### src/rtl/core/rrr_pkg.sv
// ----------------------------------------------------------------------------
// rrr_pkg: shared types and helpers for the ray reflect/refract unit
// fixed-point widths, opcodes and the per-stage payload structs
// ----------------------------------------------------------------------------
package rrr_pkg;

  localparam int FRAC_BITS = 14;
  localparam int CW        = 16;                // component width
  localparam int DOT_W     = 35;                // sum of three 16x16 products
  localparam int RAD_W     = 2 * FRAC_BITS + 2; // radicand width (<= 2^28)
  localparam int ROOT_W    = RAD_W / 2;         // isqrt result width
  localparam int SQ_STEPS  = ROOT_W;            // one result bit per stage

  typedef enum logic {
    OP_REFLECT = 1'b0,
    OP_REFRACT = 1'b1
  } op_t;

  typedef logic signed [CW-1:0] comp_t;

  // round half toward +inf then arithmetic shift right by FRAC_BITS
  function automatic logic signed [63:0] rnd_f(input logic signed [63:0] x);
    logic signed [63:0] t;
    t = x + (64'sd1 <<< (FRAC_BITS - 1));
    return t >>> FRAC_BITS;
  endfunction

  function automatic logic signed [63:0] rnd_2f(input logic signed [63:0] x);
    logic signed [63:0] t;
    t = x + (64'sd1 <<< (2 * FRAC_BITS - 1));
    return t >>> (2 * FRAC_BITS);
  endfunction

  // clip to the 16-bit signed range; returns saturation in bit 16
  function automatic logic [CW:0] clip_f(input logic signed [63:0] v);
    if (v > 64'sd32767) return {1'b1, 16'sh7fff};
    if (v < -64'sd32768) return {1'b1, 16'sh8000};
    return {1'b0, v[CW-1:0]};
  endfunction

  typedef struct packed {
    logic  vld;
    op_t   op;
    comp_t dx, dy, dz, nx, ny, nz;
    logic [CW-1:0] eta;
  } in_bus_t;

endpackage

### src/rtl/core/rrr_sqrt.sv
// ----------------------------------------------------------------------------
// rrr_sqrt: pipelined integer square root, one result bit per stage
// carries the side payload alongside the partial remainder
// ----------------------------------------------------------------------------
module rrr_sqrt (
  input  logic        clk,
  input  logic        rst_n,
  input  logic        en,
  input  logic        vld_i,
  input  logic [29:0] rad_i,
  input  logic [99:0] side_i,
  output logic        vld_o,
  output logic [14:0] root_o,
  output logic [99:0] side_o
);
  import rrr_pkg::*;

  logic [SQ_STEPS:1]        v_r;
  logic [RAD_W-1:0]         rem_r  [1:SQ_STEPS];
  logic [RAD_W-1:0]         val_r  [1:SQ_STEPS];
  logic [ROOT_W-1:0]        root_r [1:SQ_STEPS];
  logic [99:0]              side_r [1:SQ_STEPS];

  genvar k;
  generate
    for (k = 0; k < SQ_STEPS; k++) begin : g_st
      logic [RAD_W-1:0] rem_in, val_in;
      logic [ROOT_W-1:0] root_in;
      logic [99:0] side_in;
      logic v_in;
      logic [RAD_W+1:0] rem2, trial;
      logic [RAD_W-1:0] rem_nxt;
      logic [ROOT_W-1:0] root_nxt;
      if (k == 0) begin : g_first
        assign rem_in  = '0;
        assign val_in  = rad_i;
        assign root_in = '0;
        assign side_in = side_i;
        assign v_in    = vld_i;
      end else begin : g_next
        assign rem_in  = rem_r[k];
        assign val_in  = val_r[k];
        assign root_in = root_r[k];
        assign side_in = side_r[k];
        assign v_in    = v_r[k];
      end
      always_comb begin
        rem2  = {rem_in, val_in[RAD_W-1 -: 2]};
        trial = {root_in, 2'b01};
        if (rem2 >= trial) begin
          rem_nxt  = RAD_W'(rem2 - trial);
          root_nxt = {root_in[ROOT_W-2:0], 1'b1};
        end else begin
          rem_nxt  = RAD_W'(rem2);
          root_nxt = {root_in[ROOT_W-2:0], 1'b0};
        end
      end
      always_ff @(posedge clk) begin
        if (!rst_n) begin
          v_r[k+1] <= 1'b0;
        end else if (en) begin
          v_r[k+1] <= v_in;
        end
      end
      always_ff @(posedge clk) begin
        if (en) begin
          rem_r[k+1]  <= rem_nxt;
          val_r[k+1]  <= {val_in[RAD_W-3:0], 2'b00};
          root_r[k+1] <= root_nxt;
          side_r[k+1] <= side_in;
        end
      end
    end
  endgenerate

  assign vld_o  = v_r[SQ_STEPS];
  assign root_o = root_r[SQ_STEPS];
  assign side_o = side_r[SQ_STEPS];
endmodule

### config.mk
export PLATFORM = sky130hd
export DESIGN_NAME = rrr_sqrt
export DESIGN_NICKNAME = d
export VERILOG_FILES = /design/src/rtl/core/rrr_pkg.sv /design/src/rtl/core/rrr_sqrt.sv
export SDC_FILE = /design/constraint.sdc
export NUM_CORES = 2
export LEC_CHECK = 0
export BUFFER_PORTS_ARGS = -buffer_cell sky130_fd_sc_hd__buf_2
export CORE_ASPECT_RATIO = 0.5
export CORE_MARGIN = 8
export CORE_UTILIZATION = 47
export DETAILED_ROUTE_END_ITERATION = 12
export GPL_ROUTABILITY_DRIVEN = 0
export GPL_TIMING_DRIVEN = 0
export PLACE_DENSITY = 0.64
export SETUP_SLACK_MARGIN = 0.05
export SKIP_LAST_GASP = 1
export SLEW_MARGIN = 20
export SYNTH_ARGS = -nofsm -noshare
export SYNTH_HDL_FRONTEND = slang
export SYNTH_SLANG_ARGS = --single-unit
### constraint.sdc
create_clock -name clk -period 2.8 [get_ports clk]
set_input_delay 0.28 -clock clk [delete_from_list [all_inputs] [get_ports clk]]
set_output_delay 0.28 -clock clk [all_outputs]
set_load 0.1 [all_outputs]
### Yosys cells after proc, flatten, opt, wreduce, memory -nomap -nowiden

Memory sizes are Yosys's and may differ from the RTL's.
Cells that the tools add are included.
W data, S select, Z words.

* add/sub/neg operators: 15
* order comparisons: 15
* multiplexer cells: 32

Operators with widths (count)
* $mux W30: 15
* $ge A32 B17 Y1: 14
* $sub A30 B17 Y30: 14
* $mux W1: 17
* $sub A2 B1 Y3 const B: 1
* $ge A2 B1 Y1 const B: 1

* flip-flop bits (word level): 15
* bits in writable memories: 2595
* output and inout bits: 116
* memories kept: 4

Memories
* side_r: words 15, width 100, rd ports 15, clocked after memory_dff 0, wr ports 15, RTL line rrr_sqrt.sv:22 `logic [99:0] side_r [1:SQ_STEPS];`
* rem_r: words 15, width 30, rd ports 14, clocked after memory_dff 0, wr ports 15, RTL line rrr_sqrt.sv:19 `logic [RAD_W-1:0] rem_r [1:SQ_STEPS];`
* val_r: words 15, width 28, rd ports 14, clocked after memory_dff 0, wr ports 15, RTL line rrr_sqrt.sv:20 `logic [RAD_W-1:0] val_r [1:SQ_STEPS];`
* root_r: words 15, width 15, rd ports 15, clocked after memory_dff 0, wr ports 15, RTL line rrr_sqrt.sv:21 `logic [ROOT_W-1:0] root_r [1:SQ_STEPS];`

### Longest topological paths before layout

An unclocked memory read counts as a cell.

* depth after elaboration: 3
* depth in mapped cells: 12

### Worst setup path after synthesis

Ideal clock, no wire load.

* path type: flip-flop to flip-flop
* from: reg, netlist name rem_r[1][30]
* to: reg, netlist name rem_r[1][81]
* setup time: 0.258 ns
* data arrival time: 2.591 ns
* path slack: -0.049 ns
* cell stages (with the launch flop): 10
* cell sequence: edfxtp_1 > ha_1 > nor2b_1 > o31ai_1 > a2111oi_0 > and4b_1 > clkbuf_1 > nor4_2 > nand3_1 > xnor2_1

==> results.cfg <==
[status]
status = finished, violations left
violations = hold timing, setup timing

[logic_synthesis]
synth_edf_count = 2208
avgSynthCellArea_sq_um = 19.1
synth_top_family_by_area = simple AND/OR/NAND/NOR gates
async_reset_ff_share_pct = 0
ys_seq_elements = 2223
muxShareOfSynthArea_pct = 0.415
syn-instance-count = 4142
ys_seq_area_share_pct = 84.3
synth.distinct_cells = 82
syn_nets = 4413
synth_compound_area_share_pct = 2.98
ys.flop_type = edfxtp_1
synthAdderAreaFrac_pct = 2.17
synthSimpleGateAreaFrac_pct = 5.64
synth-xor-area-share_pct = 3.44
synth_area_sq_um = 79000
yosysWarnings = 0

[flow_run]
cap_violations = 0

[timing]
fin_crit_sh_pct = 102
whs_ns = -0.0700
relSlewSlack_pct = 28.5
tightest_slew_ns = 1.06
finalSetupTns_ns = -0.186
rsz0062_at_grt = true
period_needed_ns = 2.85
timing.final.max_slew_violations = 0
fin_skew_ns = 0.0455
max_freq_mhz = 351
finalWorstSetupSlack_ns = -0.0450
hold_viol_final = 94
finalSetupViolCount = 9

[layout]
syn_to_final_growth_pct = 18.4
nNetsFinal = 5137
layout-drive-gt1-share_pct = 18.2
fin_area_sq_um = 93500
diodes = 0

[place]
io_buffer_count = 249
dpl-instance-area_sq_um = 83500
dp_slack_ns = -1.25
hpwl_um = 65800

[pwr]
power_frac_comb_pct = 7.5
switching_share_pct = 21.9
p_switching_mw = 15.5
ir_worst_vdd_mv = 0.512
p_per_area_nw_per_um2 = 758
p_seq_share_pct = 57.1
clkPwrFrac_pct = 35.4
intPower_mw = 55.3
leakagePower_nw = 32.8

[critical_path]
crit_arrival_ns = 3.40
crit_required_ns = 3.36
r2r_start = rem_r[0][200]
r2r_slack_ns = -0.05
worstSetupPathType = reg -> reg
ff2ff_path_depth = 7
path_max_fanout = 6
slowest_delay_ns = 0.57
path_cells = or4_4 -> or4b_4 -> nor4_4 -> and2b_1 -> and3_4 -> clkbuf_16 -> xnor2_1
cpMaxStageDelayCell = or4b_4
start_kind = flop
r2r-end = rem_r[0][210]
end_kind = flop

[global_routing]
met1_usage_pct = 14.3
grt_pass1_wl_um = 178000
grt_max_degree = 157
grt_use_total_pct = 11.7
met3_usage_pct = 2.68
grtUsageMet2_pct = 20.2
grt_pass1_vias = 35600
overflow = 0
antenna_found_initial = 0
grt_busiest_layer = met2

[drt]
firstDrtPassIters = 8
drcViolationCount = 0
via_per_inst = 5.01
dr_total_vias = 36200
dr.first_iter.drc_count = 3011
drt-total-wl_um = 115000
post_drt_wl_per_cell_um = 15.9
drtAntennaViolNets = 0

[worst_hold_path]
holdCritPathClass = in -> reg
hp-start = en
hold_path_end = side_r[0][156]
worstHoldPathCells = 1

[die]
io_pins = 250
placementRows = 106
die_width_um = 596
die_area_sq_um = 182000
die_y_um = 306
core-area_sq_um = 167000
start_util_pct = 47.3

[clocking]
clockBufferDepth = 4
cts.clk_slew.worst_paths_ns = 0.06
clk_latency_ns = 0.81
numClockSinks = 2223
cts-buffers-inserted = 193
cts-root-buf = clkbuf_16
cts_tree = built
cts_hold_buffers = 133
cts_max_level = 4
routing by layer:
| layer | share of wire (%) | wire, um |
|---|---|---|
| met1 | 42 | 47700 |
| met5 | 0 | 0 |
| met3 | 4.9 | 5590 |
| met4 | 3.1 | 3520 |
| met2 | 50 | 57700 |
synth_stat cells, types with 16 or more instances:
library cell / count / area share, %
a211oi_1: 16 / 0.15
a21o_1: 26 / 0.25
a21oi_1: 133 / 0.84
clkbuf_1: 27 / 0.13
edfxtp_1: 2208 / 84
ha_1: 137 / 2.2
inv_1: 164 / 0.78
mux2i_1: 17 / 0.22
nand2_1: 178 / 0.85
nand2b_1: 43 / 0.34
nand3_1: 57 / 0.36
nand4_1: 29 / 0.23
nor2_1: 190 / 0.90
nor2b_1: 37 / 0.29
nor3_1: 91 / 0.58
nor4_1: 59 / 0.47
o21a_1: 25 / 0.24
o21ai_0: 77 / 0.49
or2_2: 16 / 0.13
or3_1: 44 / 0.35
or4_1: 27 / 0.26
xnor2_1: 169 / 1.9
xor2_1: 141 / 1.6
registers in the layout, indices dropped and copies added (netlist names):
name       count
side_r      1500
rem_r        378
val_r        210
root_r       120
g_st.v_in     14
vld_o          1
cells in the final DEF, fill, tap and decap left out, types with 29 or more instances in the layout:
cell	instances
a21oi_1	123
buf_2	252
buf_4	129
clkbuf_1	53
clkbuf_16	199
clkinv_1	42
dlygate4sd3_1	133
edfxtp_1	2208
ha_1	104
ha_4	31
inv_1	162
nand2_1	168
nand2b_1	42
nand3_1	47
nand4_1	29
nor2_1	186
nor2b_1	36
nor3_1	75
nor4_1	34
o21ai_0	68
or3_1	38
xnor2_1	166
xor2_1	141
power groups by stage:
stage	clock, mW	combinational, mW	sequential (mW)
floorplan	0	2.32	41.3
global placement	0	3.54	42.2
detailed placement	0	4.37	41.1
CTS	26.0	4.85	40.4
global route	27.2	5.77	40.6
finish	25.1	5.34	40.4
kinds of logic after synthesis:
group | after synthesis
other cells | 1
xor+xnor | 310
simple gates | 854
buf+inv | 208
flops | 2223
fa+ha+maj | 137
mux | 31
compound gates | 378
worst max-delay path by stage:
stage / start / end / slack [ns] / cells after the start
floorplan: rem_r[1][30] / rem_r[1][74] / 0.04 / 9
global placement: en / side_r[3][245] / -31.73 / 1
detailed placement: en / side_r[3][185] / -1.25 / 6
CTS: rem_r[0][202] / rem_r[0][229] / 0.02 / 8
global route: rem_r[0][200] / rem_r[0][210] / -0.12 / 7
finish: rem_r[0][200] / rem_r[0][210] / -0.05 / 7
through the flow:
step	util, %	std cells	hold WS, ns	total power [mW]
finish	56.0	7226	-0.0700	70.8
global route	56.0	7226	-0.0912	73.6
CTS	55.0	7127	-0.131	71.2
detailed placement	50.0	6621	0.405	45.5
global placement	49.7	6605	0.400	45.7
floorplan	-	4142	0.379	43.7
worst max-delay path, delay by kind of cell (launching register included):
family | cells | cell delay [ns]
XOR/XNOR | 1 | 0.06
buffers and inverters | 1 | 0.17
flip-flops | 1 | 0.39
AND/OR/NAND/NOR | 5 | 1.97
cell type report:
cell class	instances	area, sq um
multi-input cells	1711	13100
clock inverters	100	851
inverters	169	637
repair buffers	540	4320
well taps	2214	2770
plain buffers	28	178
fillers	12300	73500
flip-flops and latches	2223	66600
clock buffers	241	5050
repair_timing:
item | in CTS | in global routing
endpoints found under the hold margin | 240 | 94
cloned | 5 | 4
setup buffers | 35 | 98
endpoints found under the setup margin | 815 | 625
pin swaps | 31 | 75
resized for setup | 126 | 162
Note: power is estimated with default switching activity, not from simulation.
