[config.mk]
export PLATFORM = sky130hd
export DESIGN_NAME = rrr_back
export DESIGN_NICKNAME = d
export VERILOG_FILES = /design/src/rtl/core/rrr_pkg.sv /design/src/rtl/core/rrr_back.sv
export SDC_FILE = /design/constraint.sdc
export NUM_CORES = 2
export LEC_CHECK = 0
export BUFFER_PORTS_ARGS = -buffer_cell sky130_fd_sc_hd__buf_2
export CAP_MARGIN = 20
export CORE_AREA = 4 4 291 293
export CTS_CLUSTER_DIAMETER = 80
export CTS_CLUSTER_SIZE = 14
export DETAILED_ROUTE_END_ITERATION = 16
export DIE_AREA = 0 0 295 297
export SETUP_SLACK_MARGIN = 0.15
export SLEW_MARGIN = 10
export SYNTH_ARGS = -nofsm -noshare
export SYNTH_HDL_FRONTEND = slang
export SYNTH_SLANG_ARGS = --single-unit
[constraint.sdc]
create_clock -name clk -period 9.19 [get_ports clk]
set_input_delay 1.838 -clock clk [delete_from_list [all_inputs] [get_ports clk]]
set_output_delay 1.838 -clock clk [all_outputs]
set_load 0.05 [all_outputs]
[src/rtl/core/rrr_pkg.sv]
// ----------------------------------------------------------------------------
// rrr_pkg: shared types and helpers for the ray reflect/refract unit
// fixed-point widths, opcodes and the per-stage payload structs
// ----------------------------------------------------------------------------
package rrr_pkg;

  localparam int FRAC_BITS = 14;
  localparam int CW        = 16;                // component width
  localparam int DOT_W     = 35;                // sum of three 16x16 products
  localparam int RAD_W     = 2 * FRAC_BITS + 2; // radicand width (<= 2^28)
  localparam int ROOT_W    = RAD_W / 2;         // isqrt result width
  localparam int SQ_STEPS  = ROOT_W;            // one result bit per stage

  typedef enum logic {
    OP_REFLECT = 1'b0,
    OP_REFRACT = 1'b1
  } op_t;

  typedef logic signed [CW-1:0] comp_t;

  // round half toward +inf then arithmetic shift right by FRAC_BITS
  function automatic logic signed [63:0] rnd_f(input logic signed [63:0] x);
    logic signed [63:0] t;
    t = x + (64'sd1 <<< (FRAC_BITS - 1));
    return t >>> FRAC_BITS;
  endfunction

  function automatic logic signed [63:0] rnd_2f(input logic signed [63:0] x);
    logic signed [63:0] t;
    t = x + (64'sd1 <<< (2 * FRAC_BITS - 1));
    return t >>> (2 * FRAC_BITS);
  endfunction

  // clip to the 16-bit signed range; returns saturation in bit 16
  function automatic logic [CW:0] clip_f(input logic signed [63:0] v);
    if (v > 64'sd32767) return {1'b1, 16'sh7fff};
    if (v < -64'sd32768) return {1'b1, 16'sh8000};
    return {1'b0, v[CW-1:0]};
  endfunction

  typedef struct packed {
    logic  vld;
    op_t   op;
    comp_t dx, dy, dz, nx, ny, nz;
    logic [CW-1:0] eta;
  } in_bus_t;

endpackage

[src/rtl/core/rrr_back.sv]
// ----------------------------------------------------------------------------
// rrr_back: scales the normal by the root and forms the refracted result
// two register stages: products, then subtract and clip
// ----------------------------------------------------------------------------
module rrr_back (
  input  logic        clk,
  input  logic        rst_n,
  input  logic        en,
  input  logic        vld_i,
  input  logic [14:0] root_i,
  input  logic [99:0] side_i,
  output logic        vld_o,
  output logic [49:0] res_o   // x, y, z, invalid, saturated from low bits
);
  import rrr_pkg::*;

  // side: op, neg, sat, nx, ny, nz, px, py, pz
  logic        op_i, neg_i, sat_i;
  logic signed [15:0] nx_i, ny_i, nz_i, px_i, py_i, pz_i;
  assign {op_i, neg_i, sat_i, nx_i, ny_i, nz_i, px_i, py_i, pz_i} = side_i[98:0];

  logic v1_r, v2_r;
  logic op1_r, neg1_r, sat1_r;
  logic signed [15:0] p1x_r, p1y_r, p1z_r;
  logic signed [31:0] t1x_r, t1y_r, t1z_r;
  logic [49:0] res_r;
  logic [CW:0] kx, ky, kz;
  logic [49:0] res_nxt;

  always_comb begin
    kx = clip_f(64'(p1x_r) - rnd_f(64'(t1x_r)));
    ky = clip_f(64'(p1y_r) - rnd_f(64'(t1y_r)));
    kz = clip_f(64'(p1z_r) - rnd_f(64'(t1z_r)));
    if (op1_r == OP_REFLECT)
      res_nxt = {sat1_r, 1'b0, p1z_r, p1y_r, p1x_r};
    else if (neg1_r)
      res_nxt = {1'b0, 1'b1, 48'd0};
    else
      res_nxt = {kx[16] | ky[16] | kz[16] | sat1_r, 1'b0, kz[15:0], ky[15:0], kx[15:0]};
  end

  always_ff @(posedge clk) begin
    if (!rst_n) begin
      v1_r <= 1'b0; v2_r <= 1'b0;
    end else if (en) begin
      v1_r <= vld_i; v2_r <= v1_r;
    end
  end

  always_ff @(posedge clk) begin
    if (en) begin
      op1_r <= op_i; neg1_r <= neg_i; sat1_r <= sat_i;
      p1x_r <= px_i; p1y_r <= py_i; p1z_r <= pz_i;
      t1x_r <= $signed({1'b0, root_i}) * nx_i;
      t1y_r <= $signed({1'b0, root_i}) * ny_i;
      t1z_r <= $signed({1'b0, root_i}) * nz_i;
      res_r <= res_nxt;
    end
  end

  assign vld_o = v2_r;
  assign res_o = res_r;
endmodule
# Word level (Yosys, flattened, before mapping)
# Index checks and enable logic that the tools add are counted.
[totals]
regBits = 199
output_inout_bits = 51
[op_classes]
addsub = 6
multipliers = 3
magnitude_cmp = 6
mux = 23
bitwise = 3
[op_table]
columns = ["op", "n"]
rows = [
  ["17-bit two-way mux", 12],
  ["50-bit two-way mux", 2],
  ["32-bit by 15-bit adder with 33-bit output (second input constant)", 3],
  ["16-bit by 16-bit multiplier with 32-bit output", 3],
  ["20-bit by 16-bit > comparator with 1-bit output (second input constant)", 3],
  ["20-bit by 16-bit < comparator with 1-bit output (second input constant)", 3],
  ["16-bit by 19-bit subtractor with 20-bit output", 3],
  ["1-bit two-way mux", 9],
  ["1-bit bitwise OR", 3],
]

# Longest topological paths before layout
[depth]
ltp_word = 12
mapped_depth = 25
depth_no_buf = 24

# Worst setup path before layout
# Ideal clock, no wire load.
[synth_path]
kind = "in2reg"
startpoint = "in root_i[13]"
endpoint = "reg t1y_r[31], data pin"
setup_time_ns = 0.261
arrival_time_ns = 7.455
required_ns = 8.929
setup_slack_ns = 1.474
stages = 23
n_path_buf = 2
path_cell_list = "clkbuf_1 > clkbuf_1 > nand2_1 > fa_1 > inv_1 > fa_1 > fa_1 > fa_1 > fa_1 > inv_1 > fa_1 > inv_1 > ha_1 > a21o_1 > a21o_1 > a21o_1 > a21oi_1 > o21a_1 > a311o_1 > o21bai_1 > a21oi_1 > o21ai_0 > xnor2_1"
[synth_via]
elab_chain_cells = 1
[synth_lines]
columns = ["item", "line", "source"]
rows = [
  ["start: declaration", "rrr_back.sv:10", "input logic [14:0] root_i,"],
  ["16-bit by 16-bit multiplier with 32-bit output", "rrr_back.sv:55", "t1y_r <= $signed({1'b0, root_i}) * ny_i;"],
  ["end signal: assignment", "rrr_back.sv:55", ""],
  ["end: declaration", "rrr_back.sv:25", "logic signed [31:0] t1x_r, t1y_r, t1z_r;"],
]
# No other way between the ends.
# A chain may end at the register's enable or synchronous reset.

# Worst setup path after layout
[layout_path]
startpoint = "in root_i[6]"
endpoint = "reg t1y_r[31], data pin"
# The elaborated chain is that of the path after synthesis.

==> results.sh <==
export IMPL_setup_worst_path_start_class="primary input"
export IMPL_nFillCells=7933
export IMPL_path_cells="buf_2 -> buf_4 -> nand2_1 -> fa_1 -> inv_1 -> fa_1 -> fa_1 -> fa_1 -> fa_1 -> inv_1 -> fa_1 -> inv_1 -> ha_1 -> a21o_1 -> a21o_1 -> a21o_1 -> a21oi_1 -> o21a_1 -> a311o_1 -> o21bai_1 -> a21oi_1 -> o21ai_0 -> xnor2_1"
export IMPL_place_gp_congestion=0.8293
export IMPL_grtUsageTotal_pct=18.51
export IMPL_ys_seq_area_share_pct=14.63
export IMPL_maxCapViolations=0
export IMPL_vias=22950
export IMPL_gr_total_overflow=0
export IMPL_fmax_mhz=125.5
export IMPL_htreeDepth=4
export IMPL_rsz0062_at_grt="no"
export IMPL_dp_hpwl_mm=61.73
export IMPL_synth_top_cell_by_area="fa_1"
export IMPL_clkTransAtPathRegs_ns=0.06
export IMPL_synth_cell_type_count=82
export IMPL_slew_violations=0
export IMPL_die_h_um=297
export IMPL_wire_per_inst_um=17.07
export IMPL_critPathSlowestCell="fa_1"
export IMPL_setup_tns_final_ns=0
export IMPL_insertion_delay_ns=0.45
export IMPL_endpoint_kind="flip-flop"
export IMPL_path_max_fanout=23
export IMPL_async_reset_ff_share_pct=0
export IMPL_die_area_um2=87620
export IMPL_synth_main_ff_cell="edfxtp_1"
export IMPL_initial_core_util_pct=39.97
export IMPL_cpPeakStageDelay_ns=0.56
export IMPL_min_period_ns=7.969
export IMPL_leakage_nw=17.53
export IMPL_port_buffers=168
export IMPL_synth_edf_count=158
export IMPL_grt_pass1_wl_mm=130.1
export IMPL_tightest_slew_ns=0.9629
export IMPL_clock_sinks=160
export IMPL_cpMostUsedCell="fa_1"
export IMPL_ctsResizeCount=0
export IMPL_postRouteAntennaNets=0
export IMPL_cts_buffers=17
export IMPL_syn_avg_cell_area_um2=9.530
export IMPL_ir_worst_vdd_uv=325.0
export IMPL_netlist_area_leader_share_pct=33.04
export IMPL_grt_pass1_vias=24360
export IMPL_min_path_type="flip-flop to flip-flop"
export IMPL_synth_warnings=0
export IMPL_firstDrtPassIters=5
export IMPL_route_detailed_drc=0
export IMPL_reg2reg_slack_ns=4.28
export IMPL_num_rows=105
export IMPL_vias_per_cell=4.988
export IMPL_setup_viol=0
export IMPL_synthCells=3433
export IMPL_cp_required_ns=9.39
export IMPL_ys_ff_latch=160
export IMPL_clock_path_buffers=2
export IMPL_relSlewSlack_pct=35.81
export IMPL_worst_ep_arrival_time_ns=8.17
export IMPL_coreArea_um2=81850
export IMPL_die_w_um=295
export IMPL_drt_total_wl_mm=78.54
export IMPL_placed_cell_area_um2=34600
export IMPL_drt_iter0_drc=962
export IMPL_stdcell_area_um2=35160
export IMPL_drive_above_1_share_pct=7.119
export IMPL_syn_to_final_growth_pct=7.469
export IMPL_holdBufCountCts=0
export IMPL_nNetsFinal=4586
export IMPL_synth_nets=4506
export IMPL_antenna_found_initial=10
export IMPL_synthTopCellsByArea="fa_1 (33%), ha_1 (16%), edfxtp_1 (15%)"
export IMPL_timing_worst_setup_path_type="primary input to flip-flop"
export IMPL_clockRootBuffer="clkbuf_16"
export IMPL_cts_tree="built"
export IMPL_post_cts_setup_buffers=0
export IMPL_status="finished, final reports clean"
export IMPL_ios=170
export IMPL_timing_final_crit_share_pct=86.72
export IMPL_power_density_nw_per_um2=355.1
export IMPL_grt_max_degree=92
export IMPL_clock_skew_ns=0.01218
export IMPL_hold_viol=0
export IMPL_synth_area_um2=32720
worst paths after layout:
check,start,to,depth (start not counted)
hold reg to reg,vld_o,vld_o,2
setup reg to reg,t1y_r[15],res_o[23],17
hold / removal,vld_o,vld_o,2
setup / recovery,root_i[6],t1y_r[31],23
cells in the mapped netlist, types with 14 or more instances:
library cell  number
nor3_1            22
nand4_1           18
o21a_1            17
xor2_1            78
nand2_1          383
and3_1            14
a221o_1           26
ha_1             414
clkbuf_1         128
and2_1           350
a21oi_1           76
o21ai_0           42
nor2b_1           32
nand3_1           44
nor2_1            72
xnor2_1           77
a21o_1            54
fa_1             540
inv_1            706
edfxtp_1         158
nand2b_1          43
metal layers:
layer	track usage [%]	wire, µm
met5	0	41
met4	3.827	1319
met3	2.367	3867
met2	30.47	36360
met1	26.28	36950
final cells by class:
type / count / area (µm²) / area share (%)
antenna: 6 / 15.01 / 0.04270
clock inverter: 14 / 108.9 / 0.3096
tap: 1070 / 1339 / 3.808
timing repair buffer: 196 / 1082 / 3.078
multi-input combinational: 2431 / 24750 / 70.38
inverter: 707 / 2654 / 7.548
clock buffer: 18 / 429.2 / 1.221
sequential: 160 / 4785 / 13.61
cells by family after synthesis:
logic type	Yosys count	share of synthesized area, %
compound gates	307	6.716
xor+xnor	156	4.199
fa+ha+maj	954	48.88
buf+inv	842	9.733
flops	160	14.63
mux	4	0.1377
simple gates	1010	15.71
placed cells by master (no fill, tap or decap), drive strengths merged, types with 17 or more instances in the layout:
| cell | count |
|---|---|
| a21o | 57 |
| a21oi | 78 |
| a221o | 27 |
| and2 | 351 |
| buf | 196 |
| clkbuf | 18 |
| edfxtp | 158 |
| fa | 540 |
| ha | 414 |
| inv | 711 |
| nand2 | 383 |
| nand2b | 43 |
| nand3 | 44 |
| nand4 | 18 |
| nor2 | 72 |
| nor2b | 33 |
| nor3 | 22 |
| o21a | 17 |
| o21ai | 45 |
| xnor2 | 77 |
| xor2 | 79 |
report_power, final:
| part | total (mW) | internal [mW] | switching (mW) |
|---|---|---|---|
| registers | 1.63 | 1.49 | 0.148 |
| logic | 10.2 | 4.40 | 5.78 |
| clock network | 0.663 | 0.349 | 0.314 |
| total | 12.5 | 6.24 | 6.25 |
flip-flops by register name, indices dropped and copies added, names as in the netlist, 16 cells and up:
register,flops
t1x_r,19
p1z_r,16
p1x_r,16
res_o,50
p1y_r,16
t1y_r,19
t1z_r,19
critical path: cells and delay by family:
kind	cells	cell delay, ns
AND/OR/NAND/NOR	1	0.10
adder cells (fa/ha/maj)	7	3.31
buffers and inverters	5	0.95
XOR/XNOR	1	0.15
AO/OA/AOI/OAI	9	1.77
metrics by stage:
step | hold WS (ns) | instances | total power [mW] | setup slack, ns | util [%]
floorplan | 0.4824 | 3433 | 9.393 | 1.474 | -
global placement | 0.4964 | 4563 | 11.77 | 0.8091 | 42.27
detailed placement | 0.5134 | 4563 | 11.82 | 0.7642 | 42.27
CTS | 0.5274 | 4595 | 12.58 | 1.228 | 42.93
global route | 0.5784 | 4596 | 14.15 | 0.9322 | 42.94
finish | 0.5222 | 4602 | 12.48 | 1.221 | 42.96
Note: power is estimated with default switching activity, not from simulation.
